==> src/rtl/core/xsr256_pkg.sv <==
// Package with the transaction types, constants and datapath commands of the xoshiro256** generator.
package xsr256_pkg;

    localparam int WORD_W    = 64;
    localparam int HALF_W    = 32;
    localparam int NUM_WORDS = 4;
    localparam int IDX_W     = 2;
    localparam int FRAC_W    = 53;

    // Command codes carried in the input transaction.
    localparam logic CMD_NEXT = 1'b0;
    localparam logic CMD_SEED = 1'b1;

    // splitmix64 constants.
    localparam logic [WORD_W-1:0] SM_GAMMA = 64'h9e3779b97f4a7c15;
    localparam logic [WORD_W-1:0] SM_MUL1  = 64'hbf58476d1ce4e5b9;
    localparam logic [WORD_W-1:0] SM_MUL2  = 64'h94d049bb133111eb;

    // Multiplier constant select.
    localparam logic K_SEL_MUL1 = 1'b0;
    localparam logic K_SEL_MUL2 = 1'b1;

    // Datapath operation codes.
    localparam int OP_W = 4;
    localparam logic [OP_W-1:0] OP_NONE         = 4'd0;
    localparam logic [OP_W-1:0] OP_LOAD_SEED    = 4'd1;
    localparam logic [OP_W-1:0] OP_CTR_STEP     = 4'd2;
    localparam logic [OP_W-1:0] OP_MUL_LO       = 4'd3;
    localparam logic [OP_W-1:0] OP_MUL_CROSS_HI = 4'd4;
    localparam logic [OP_W-1:0] OP_MUL_CROSS_LO = 4'd5;
    localparam logic [OP_W-1:0] OP_MIX_MID      = 4'd6;
    localparam logic [OP_W-1:0] OP_STORE_WORD   = 4'd7;
    localparam logic [OP_W-1:0] OP_NEXT_PRE     = 4'd8;
    localparam logic [OP_W-1:0] OP_NEXT_OUT     = 4'd9;

    typedef struct packed {
        logic              cmd;
        logic [WORD_W-1:0] seed_value;
    } t_in_item;

    typedef struct packed {
        logic [WORD_W-1:0] random_word;
        logic [FRAC_W-1:0] unit_fraction;
    } t_out_item;

    typedef struct packed {
        logic [OP_W-1:0]  op;
        logic             k_sel;
        logic [IDX_W-1:0] word_idx;
    } t_dp_cmd;

endpackage

==> src/rtl/core/xsr256_ctrl.sv <==
// Controller state machine that sequences seeding, next-value generation and the output register.
module xsr256_ctrl
    import xsr256_pkg::*;
(
    input  logic    i_clk,
    input  logic    i_rst_n,
    input  logic    i_in_valid,
    input  logic    i_in_cmd,
    input  logic    i_out_stall,
    output logic    o_in_stall,
    output logic    o_out_valid,
    output t_dp_cmd o_dp_cmd
);

    localparam int ST_W = 4;
    localparam logic [ST_W-1:0] S_IDLE   = 4'd0;
    localparam logic [ST_W-1:0] S_CTR    = 4'd1;
    localparam logic [ST_W-1:0] S_M1A    = 4'd2;
    localparam logic [ST_W-1:0] S_M1B    = 4'd3;
    localparam logic [ST_W-1:0] S_M1C    = 4'd4;
    localparam logic [ST_W-1:0] S_MID    = 4'd5;
    localparam logic [ST_W-1:0] S_M2A    = 4'd6;
    localparam logic [ST_W-1:0] S_M2B    = 4'd7;
    localparam logic [ST_W-1:0] S_M2C    = 4'd8;
    localparam logic [ST_W-1:0] S_STORE  = 4'd9;
    localparam logic [ST_W-1:0] S_NEXT_A = 4'd10;
    localparam logic [ST_W-1:0] S_NEXT_B = 4'd11;

    logic [ST_W-1:0]  r_state, n_state;
    logic [IDX_W-1:0] r_word_idx, n_word_idx;
    logic             r_out_valid, n_out_valid;
    logic             in_accept;
    logic             out_free;

    assign in_accept = i_in_valid && (r_state == S_IDLE);
    assign out_free  = !r_out_valid || !i_out_stall;

    always_comb begin
        n_state         = r_state;
        n_word_idx      = r_word_idx;
        n_out_valid     = r_out_valid && i_out_stall;
        o_dp_cmd.op       = OP_NONE;
        o_dp_cmd.k_sel    = K_SEL_MUL1;
        o_dp_cmd.word_idx = r_word_idx;
        unique case (r_state)
            S_IDLE: begin
                if (in_accept) begin
                    if (i_in_cmd == CMD_SEED) begin
                        o_dp_cmd.op = OP_LOAD_SEED;
                        n_word_idx  = '0;
                        n_state     = S_CTR;
                    end else begin
                        n_state = S_NEXT_A;
                    end
                end
            end
            S_CTR: begin
                o_dp_cmd.op = OP_CTR_STEP;
                n_state     = S_M1A;
            end
            S_M1A: begin
                o_dp_cmd.op = OP_MUL_LO;
                n_state     = S_M1B;
            end
            S_M1B: begin
                o_dp_cmd.op = OP_MUL_CROSS_HI;
                n_state     = S_M1C;
            end
            S_M1C: begin
                o_dp_cmd.op = OP_MUL_CROSS_LO;
                n_state     = S_MID;
            end
            S_MID: begin
                o_dp_cmd.op = OP_MIX_MID;
                n_state     = S_M2A;
            end
            S_M2A: begin
                o_dp_cmd.op    = OP_MUL_LO;
                o_dp_cmd.k_sel = K_SEL_MUL2;
                n_state        = S_M2B;
            end
            S_M2B: begin
                o_dp_cmd.op    = OP_MUL_CROSS_HI;
                o_dp_cmd.k_sel = K_SEL_MUL2;
                n_state        = S_M2C;
            end
            S_M2C: begin
                o_dp_cmd.op    = OP_MUL_CROSS_LO;
                o_dp_cmd.k_sel = K_SEL_MUL2;
                n_state        = S_STORE;
            end
            S_STORE: begin
                o_dp_cmd.op = OP_STORE_WORD;
                if (r_word_idx == IDX_W'(NUM_WORDS - 1)) begin
                    n_state = S_IDLE;
                end else begin
                    n_word_idx = r_word_idx + 1'b1;
                    n_state    = S_CTR;
                end
            end
            S_NEXT_A: begin
                o_dp_cmd.op = OP_NEXT_PRE;
                n_state     = S_NEXT_B;
            end
            S_NEXT_B: begin
                if (out_free) begin
                    o_dp_cmd.op = OP_NEXT_OUT;
                    n_out_valid = 1'b1;
                    n_state     = S_IDLE;
                end
            end
            default: begin
                n_state = S_IDLE;
            end
        endcase
    end

    always_ff @(posedge i_clk) begin
        if (!i_rst_n) begin
            r_state     <= S_IDLE;
            r_word_idx  <= '0;
            r_out_valid <= 1'b0;
        end else begin
            r_state     <= n_state;
            r_word_idx  <= n_word_idx;
            r_out_valid <= n_out_valid;
        end
    end

    assign o_in_stall  = (r_state != S_IDLE);
    assign o_out_valid = r_out_valid;

    a_next_enters_gen: assert property (@(posedge i_clk) disable iff (!i_rst_n)
        (in_accept && (i_in_cmd == CMD_NEXT)) |=> (r_state == S_NEXT_A))
        else $error("next transaction did not start generation");

    a_seed_starts_word0: assert property (@(posedge i_clk) disable iff (!i_rst_n)
        (in_accept && (i_in_cmd == CMD_SEED)) |=> ((r_state == S_CTR) && (r_word_idx == '0)))
        else $error("seed transaction did not start at word zero");

    a_last_store_idles: assert property (@(posedge i_clk) disable iff (!i_rst_n)
        ((r_state == S_STORE) && (r_word_idx == IDX_W'(NUM_WORDS - 1))) |=> (r_state == S_IDLE))
        else $error("seeding did not finish after the last word");

    a_result_from_gen: assert property (@(posedge i_clk) disable iff (!i_rst_n)
        $rose(r_out_valid) |-> ($past(r_state) == S_NEXT_B))
        else $error("result appeared without a next transaction");

    a_no_overwrite: assert property (@(posedge i_clk) disable iff (!i_rst_n)
        (o_dp_cmd.op == OP_NEXT_OUT) |-> (!r_out_valid || !i_out_stall))
        else $error("result register overwritten while held");

endmodule

==> src/rtl/core/xsr256_datapath.sv <==
// Datapath with the generator state, the splitmix64 mixer, a shared 32x32 multiplier and the result register.
module xsr256_datapath
    import xsr256_pkg::*;
(
    input  logic              i_clk,
    input  logic              i_rst_n,
    input  t_dp_cmd           i_dp_cmd,
    input  logic [WORD_W-1:0] i_seed_value,
    output t_out_item         o_result
);

    logic [WORD_W-1:0] r_gen_words [NUM_WORDS];
    logic [WORD_W-1:0] n_gen_words [NUM_WORDS];
    logic [WORD_W-1:0] r_ctr, n_ctr;
    logic [WORD_W-1:0] r_z, n_z;
    logic [WORD_W-1:0] r_acc, n_acc;
    logic [WORD_W-1:0] r_pre, n_pre;
    t_out_item         r_result, n_result;

    logic [WORD_W-1:0] ctr_sum;
    logic [WORD_W-1:0] k_val;
    logic [HALF_W-1:0] mul_a, mul_b;
    logic [WORD_W-1:0] prod;
    logic [WORD_W-1:0] upd_t, upd_w2, upd_w3;
    logic [WORD_W-1:0] rot_pre, out_word;

    assign ctr_sum = r_ctr + SM_GAMMA;
    assign k_val   = (i_dp_cmd.k_sel == K_SEL_MUL2) ? SM_MUL2 : SM_MUL1;

    // Low 64 bits of z*k from three 32x32 partial products, one per cycle.
    always_comb begin
        mul_a = r_z[HALF_W-1:0];
        mul_b = k_val[HALF_W-1:0];
        if (i_dp_cmd.op == OP_MUL_CROSS_HI) begin
            mul_a = r_z[WORD_W-1:HALF_W];
        end
        if (i_dp_cmd.op == OP_MUL_CROSS_LO) begin
            mul_b = k_val[WORD_W-1:HALF_W];
        end
    end

    assign prod = {{HALF_W{1'b0}}, mul_a} * {{HALF_W{1'b0}}, mul_b};

    // xoshiro256 update terms.
    assign upd_t  = {r_gen_words[1][WORD_W-18:0], 17'd0};
    assign upd_w2 = r_gen_words[2] ^ r_gen_words[0];
    assign upd_w3 = r_gen_words[3] ^ r_gen_words[1];

    assign rot_pre  = {r_pre[WORD_W-8:0], r_pre[WORD_W-1:WORD_W-7]};
    assign out_word = rot_pre + {rot_pre[WORD_W-4:0], 3'd0};

    always_comb begin
        n_gen_words = r_gen_words;
        n_ctr       = r_ctr;
        n_z         = r_z;
        n_acc       = r_acc;
        n_pre       = r_pre;
        n_result    = r_result;
        unique case (i_dp_cmd.op)
            OP_NONE: begin
            end
            OP_LOAD_SEED: begin
                n_ctr = i_seed_value;
            end
            OP_CTR_STEP: begin
                n_ctr = ctr_sum;
                n_z   = ctr_sum ^ (ctr_sum >> 30);
            end
            OP_MUL_LO: begin
                n_acc = prod;
            end
            OP_MUL_CROSS_HI, OP_MUL_CROSS_LO: begin
                n_acc[WORD_W-1:HALF_W] = r_acc[WORD_W-1:HALF_W] + prod[HALF_W-1:0];
            end
            OP_MIX_MID: begin
                n_z = r_acc ^ (r_acc >> 27);
            end
            OP_STORE_WORD: begin
                n_gen_words[i_dp_cmd.word_idx] = r_acc ^ (r_acc >> 31);
            end
            OP_NEXT_PRE: begin
                n_pre          = r_gen_words[1] + {r_gen_words[1][WORD_W-3:0], 2'd0};
                n_gen_words[0] = r_gen_words[0] ^ upd_w3;
                n_gen_words[1] = r_gen_words[1] ^ upd_w2;
                n_gen_words[2] = upd_w2 ^ upd_t;
                n_gen_words[3] = {upd_w3[WORD_W-46:0], upd_w3[WORD_W-1:WORD_W-45]};
            end
            OP_NEXT_OUT: begin
                n_result.random_word   = out_word;
                n_result.unit_fraction = out_word[WORD_W-1:WORD_W-FRAC_W];
            end
            default: begin
            end
        endcase
    end

    always_ff @(posedge i_clk) begin
        if (!i_rst_n) begin
            for (int i = 0; i < NUM_WORDS; i++) begin
                r_gen_words[i] <= '0;
            end
        end else begin
            r_gen_words <= n_gen_words;
        end
    end

    always_ff @(posedge i_clk) begin
        r_ctr    <= n_ctr;
        r_z      <= n_z;
        r_acc    <= n_acc;
        r_pre    <= n_pre;
        r_result <= n_result;
    end

    assign o_result = r_result;

endmodule

==> src/rtl/core/xoshiro256ss_generator.sv <==
// Top level of the xoshiro256** generator with splitmix64 seeding.
//
// Input channel: i_in_valid / o_in_stall / i_in_data. A transaction carries a
// command bit and a 64-bit seed. A next command (cmd 0) yields one output
// transaction; a seed command (cmd 1) reloads the 256-bit state from four
// successive splitmix64 outputs and yields nothing.
// Output channel: o_out_valid / i_out_stall / o_out_data with the 64-bit word
// and its top 53 bits as a fraction scaled by 2^-53.
// One command is in work at a time. A next command passes a pre step
// (state update and the product by five) and an output step, and the
// block takes a new command once the result is registered. A seed
// command holds the input stalled until the last state word is stored:
// per state word one counter step, two 64-bit products on the shared
// 32x32 multiplier, each summed from partial products, one mixing step
// and one store.
// The output register decouples the channels: a held result does not block a
// seed command, and a following next command waits in its final step until
// the receiver takes the held transaction.
// Reset (synchronous, active low) clears the state words to zero, so next
// commands return zero until the first seed command.
module xoshiro256ss_generator
    import xsr256_pkg::*;
(
    input  logic      i_clk,
    input  logic      i_rst_n,
    input  logic      i_in_valid,
    output logic      o_in_stall,
    input  t_in_item  i_in_data,
    output logic      o_out_valid,
    input  logic      i_out_stall,
    output t_out_item o_out_data
);

    t_dp_cmd dp_cmd;

    // Sequencer: accepts transactions and drives the datapath step by step.
    xsr256_ctrl u_ctrl (
        .i_clk       (i_clk),
        .i_rst_n     (i_rst_n),
        .i_in_valid  (i_in_valid),
        .i_in_cmd    (i_in_data.cmd),
        .i_out_stall (i_out_stall),
        .o_in_stall  (o_in_stall),
        .o_out_valid (o_out_valid),
        .o_dp_cmd    (dp_cmd)
    );

    // State words, mixer, shared multiplier and the result register.
    xsr256_datapath u_datapath (
        .i_clk        (i_clk),
        .i_rst_n      (i_rst_n),
        .i_dp_cmd     (dp_cmd),
        .i_seed_value (i_in_data.seed_value),
        .o_result     (o_out_data)
    );

endmodule

==> config.mk <==
export PLATFORM = sky130hd
export DESIGN_NAME = xoshiro256ss_generator
export DESIGN_NICKNAME = d
export VERILOG_FILES = /design/src/rtl/core/xsr256_pkg.sv /design/src/rtl/core/xsr256_ctrl.sv /design/src/rtl/core/xsr256_datapath.sv /design/src/rtl/core/xoshiro256ss_generator.sv
export SDC_FILE = /design/constraint.sdc
export NUM_CORES = 2
export LEC_CHECK = 0
export ABC_AREA = 1
export BUFFER_PORTS_ARGS = -buffer_cell sky130_fd_sc_hd__buf_4
export CAP_MARGIN = 15
export CORE_MARGIN = 2
export CORE_UTILIZATION = 30
export DETAILED_ROUTE_END_ITERATION = 7
export GPL_TIMING_DRIVEN = 0
export PLACE_DENSITY = 0.47
export SETUP_SLACK_MARGIN = 0.02
export SYNTH_ARGS = -nofsm -noshare
export SYNTH_HDL_FRONTEND = slang
export SYNTH_HIERARCHICAL = 1
export SYNTH_SLANG_ARGS = --single-unit
==> constraint.sdc <==
create_clock -name i_clk -period 26.6 [get_ports i_clk]
set_input_delay 0 -clock i_clk [delete_from_list [all_inputs] [get_ports i_clk]]
set_output_delay 0 -clock i_clk [all_outputs]
set_load 0.05 [all_outputs]
After elaboration in Yosys (flattened, before gate mapping) --
Index checks and enable logic that the tools add are counted.
Operators by class: add/subtract/negate cells 5, multiply operators 1, order comparisons 2, equality and inequality tests 25, mux-type cells 26, bitwise gates (word level) 9, reduce and logical (&&, ||, !) cells 20
Operator list (number):
- $pmux 256 s2 | 1
- $xor 64x64->64 | 5
- $bwmux 256 | 1
- $pmux 64 s2 | 2
- $add 64x64->64 | 2
- $demux 64 s2 | 1
- $add 64x64->64 const B | 1
- $mul 32x32->64 | 1
- $mux 32 | 2
- $mux 64 | 1
- $pmux 32 s2 | 1
- $xor 64x33->64 | 1
- $xor 64x34->64 | 1
- $xor 64x37->64 | 1
- $mux 62 | 1
- $pmux 4 s12 | 1
- $pmux 4 s9 | 1
- $add 32x32->32 | 1
- $eq 4x3->1 const B | 8
- $eq 4x4->1 const B | 6
- $mux 4 | 5
- $eq 4x2->1 const B | 4
- $reduce_bool 2->1 | 5
- $eq 4x1->1 const B | 2
- other kinds (19) | 33
Storage, ports and cells: register bits 636, bits of input ports 69, output and inout bits 119, logic and storage cells 102

Depth between registers and ports, before layout --
depth after elaboration 9, depth in mapped cells 55, depth with buffers taken out 53

Hierarchy --
The synthesis kept the hierarchy.
Modules (own cells, without submodules):
- xsr256_datapath | times used 1, cells each 9354, area each 71202.0 um2, sequential area each 14734.1 um2
- xsr256_ctrl | times used 1, cells each 80, area each 499.2 um2, sequential area each 140.1 um2

Least setup slack after synthesis --
No wires, ideal clock.
kind register -> register, start point register u_ctrl.r_out_valid, in the netlist u_ctrl/o_out_valid, end point register u_datapath.r_acc[63] (data pin), library setup time 0.254 ns, data arrival time 9.420 ns, data required time 26.346 ns, path slack 16.927 ns, stages on the path, launching flop included 46, buffers on the path 3, period minus slack after synthesis 9.673 ns, cells stage by stage dfxtp_1 -> nand2_1 -> nand2_1 -> nand2_1 -> nor2_1 -> inv_2 -> nor2_1 -> inv_1 -> nor2_1 -> clkinv_1 -> clkbuf_1 -> ha_1 -> clkbuf_1 -> clkbuf_1 -> nor2_1 -> fa_1 -> fa_1 -> inv_1 -> [... 10 more ...] -> nand2_1 -> nor2_1 -> nand2_1 -> nor2_1 -> nand2_1 -> nand3_1 -> xor2_1 -> ha_1 -> a21oi_1 -> nor2_1 -> nor2_1 -> nor2_1 -> nor2_1 -> o21ai_0 -> a21oi_1 -> nand3_1 -> nand3_1 -> nand2_1
RTL lines:
- start: declaration | RTL line xsr256_ctrl.sv:31 | logic r_out_valid, n_out_valid;
- start signal: assignment | RTL line xsr256_ctrl.sv:126 | r_out_valid <= n_out_valid;
- end signal: assignment | RTL line xsr256_datapath.sv:110 | r_acc <= n_acc;
- end: declaration | RTL line xsr256_datapath.sv:16 | logic [WORD_W-1:0] r_acc, n_acc;

==> results.yml <==
hold_path:
  hp-class: "input pin to flop"
die:
  initial_core_util: 0.3015
  ios: 188
  die_w_um: 492.9
  num_rows: 179
  fp.dieH_um: 492.9
  die_area_sq_mm: 0.2429
  coreArea_sq_mm: 0.2379
synthesis:
  synth_edf_count: 320
  yosysTopAreaCell: "fa_1"
  synth_cells: 9434
  synth_most_common_cell: "inv_1"
  syn_area_sq_mm: 0.07170
  synth_seq_cells: 583
  avgSynthCellArea_sq_um: 7.600
  synth_ff_type: "edfxtp_1"
  netlist_top_cells_area: "fa_1 23%, edfxtp_1 13%, inv_1 9.6%"
  synthArstFlopShare: 0
  syn_nets: 10820
  synth_top_cell_area_share: 0.2281
  synth_seq_area_share: 0.2074
  synthTopCellsByCount: "1838 x inv_1, 1777 x nand2_1, 988 x nor2_1"
  ys_types: 51
  synth-warning-count: 6
timing:
  finalSetupTns_ns: 0
  relSlewSlack: 0.07211
  worst_slew_pin_slew_ns: 1.392
  min_period_ns: 15.30
  setup_ws_ns: 11.30
  finalSetupViolCount: 0
  rsz0062_at_grt: "false"
  finalHoldViolations: 0
  fmax_mhz: 65.37
  min_period_over_period: 0.5751
  clock_skew_ns: 0.05787
  drv_slew: 0
clocking:
  post_cts_buffers: 0
  worstSkewPairLatency_ns: 0.71
  cts_hold_buf: 73
  clock-root-buffer: "clkbuf_16"
  cts_sinks: 583
  cts_tree: "done"
  cts-buffers-inserted: 71
  clockBufferDepth: 3
  cts-resized-gates: 0
  path_clk_slew_ns: 0.06
  cts_max_level: 3
drt:
  drc_errors: 50
  drtPass1Iterations: 8
  wl_per_cell_um: 26.84
  postRouteAntennaNets: 0
  vias: 67098
  wirelength_um: 349700
  avgViaCountPerCell: 5.151
  drtIter0Drc: 6755
global_route:
  antenna_found_initial: 9
  track_usage: 0.2814
  overflow: 0
  grt_pass1_vias: 65366
  grt_max_degree: 65
  grt_pass1_wl_um: 487100
worst_setup_path:
  arrival_ns: 15.73
  critPathMaxFanout: 12
  cp.required_ns: 27.04
  critPathLaunchType: "flop"
  critPathKind: "flop to flop"
  worstSetupEndpointType: "flop"
  slowest_stage: "clkbuf_1"
  cpPeakStageDelay_ns: 0.98
finish:
  fillers: 25665
  syn2layout_area_growth_pct: 12.40
  layout.cells.non_filler: 13027
  drive_gt1_frac: 0.05308
  post-route-util: 0.3388
  regArea_sq_mm: 0.01487
  nets: 11182
  multi_input_area_sq_mm: 0.04838
placement:
  dp_cells: 12816
  hpwl_um: 302300
  place_congestion: 0.9855
  port_buffers: 187
  dp_slack_ns: 11.31
run_status:
  status: "finished with violations"
  violations: "DRC"
flow_run:
  max_cap_violations: 0
[critical path: cells and delay by family, from the launching register on]
family,cells,cell delay (ns)
AND/OR/NAND/NOR,17,3.34
XOR/XNOR,1,0.64
flip-flops,1,0.47
AO/OA/AOI/OAI,4,1.15
adder cells (fa/ha/maj),11,5.62
buffers and inverters,14,3.74
[final timing paths]
check	startpoint	to	slack, ns	cells past startpoint
setup reg to reg	u_ctrl/r_state[2]	u_datapath/r_acc[63]	11.30	47
setup / recovery	u_ctrl/r_state[2]	u_datapath/r_acc[63]	11.30	47
hold / removal	i_in_data[21]	u_datapath/r_ctr[21]	0.14	4
hold reg to reg	u_datapath/r_pre[57]	u_datapath/o_result[53]	0.55	0
[per-stage QoR]
step / instance area [sq um] / hold slack [ns]
6_report: 80590 / 0.1405
3_3_place_gp: 77070 / 0.2777
5_1_grt: 80580 / 0.1144
3_5_place_dp: 77510 / 0.2875
4_1_cts: 80560 / 0.09071
2_1_floorplan: 71700 / 0.1262
[registers in the layout, summed over array words and instances (netlist names), 2 cells and up]
| register | flops |
|---|---|
| u_ctrl/r_state | 4 |
| u_ctrl/r_word_idx | 2 |
| u_datapath/o_result | 64 |
| u_datapath/r_acc | 64 |
| u_datapath/r_ctr | 64 |
| u_datapath/r_gen_words | 256 |
| u_datapath/r_pre | 64 |
| u_datapath/r_z | 64 |
[layer usage]
layer	global-route usage	up-vias	share of wire
met5	0	-	0.00011
met4	0.08817	8	0.037
met3	0.05756	451	0.080
met2	0.4232	2763	0.42
met1	0.4027	33294	0.46
li1	-	30582	-
[kinds of logic after synthesis]
family / count (synthesis) / share of synthesized area
and+or+nand+nor: 3569 / 0.2046
buffers and inverters: 2179 / 0.1184
AOI/OAI and AO/OA: 1433 / 0.1110
adders and majority gates: 1317 / 0.3154
DFF: 583 / 0.2074
xor gates and xnor gates: 353 / 0.04312
[layout make-up]
| cell class | instances | share of cell area |
|---|---|---|
| Clock buffer | 96 | 0.02558 |
| Clock inverter | 34 | 0.003214 |
| Sequential cell | 583 | 0.1846 |
| Antenna cell | 7 | 0.0002173 |
| Inverter | 1854 | 0.08635 |
| Buffer | 325 | 0.01903 |
| Multi-Input combinational cell | 6672 | 0.6003 |
| Timing Repair Buffer | 289 | 0.03159 |
| Tap cell | 3167 | 0.04917 |
[cell usage in the layout (no fill, tap or decap), types with 47 or more instances in the layout]
master,n
xor2_1,224
nand3_1,451
nor3_1,194
clkbuf_16,74
nand4_1,61
inv_1,1838
dlygate4sd3_1,73
a21oi_1,599
clkbuf_1,201
ha_1,500
o21ai_0,469
dfxtp_1,263
nand2_1,1777
xnor2_1,129
o21bai_1,47
buf_4,256
nor2_1,984
o221ai_1,47
buf_2,58
edfxtp_1,320
a31oi_1,145
fa_1,817
Power is not shown: default switching activity piles up to over one toggle a cycle in this logic, so the estimate is an artifact.
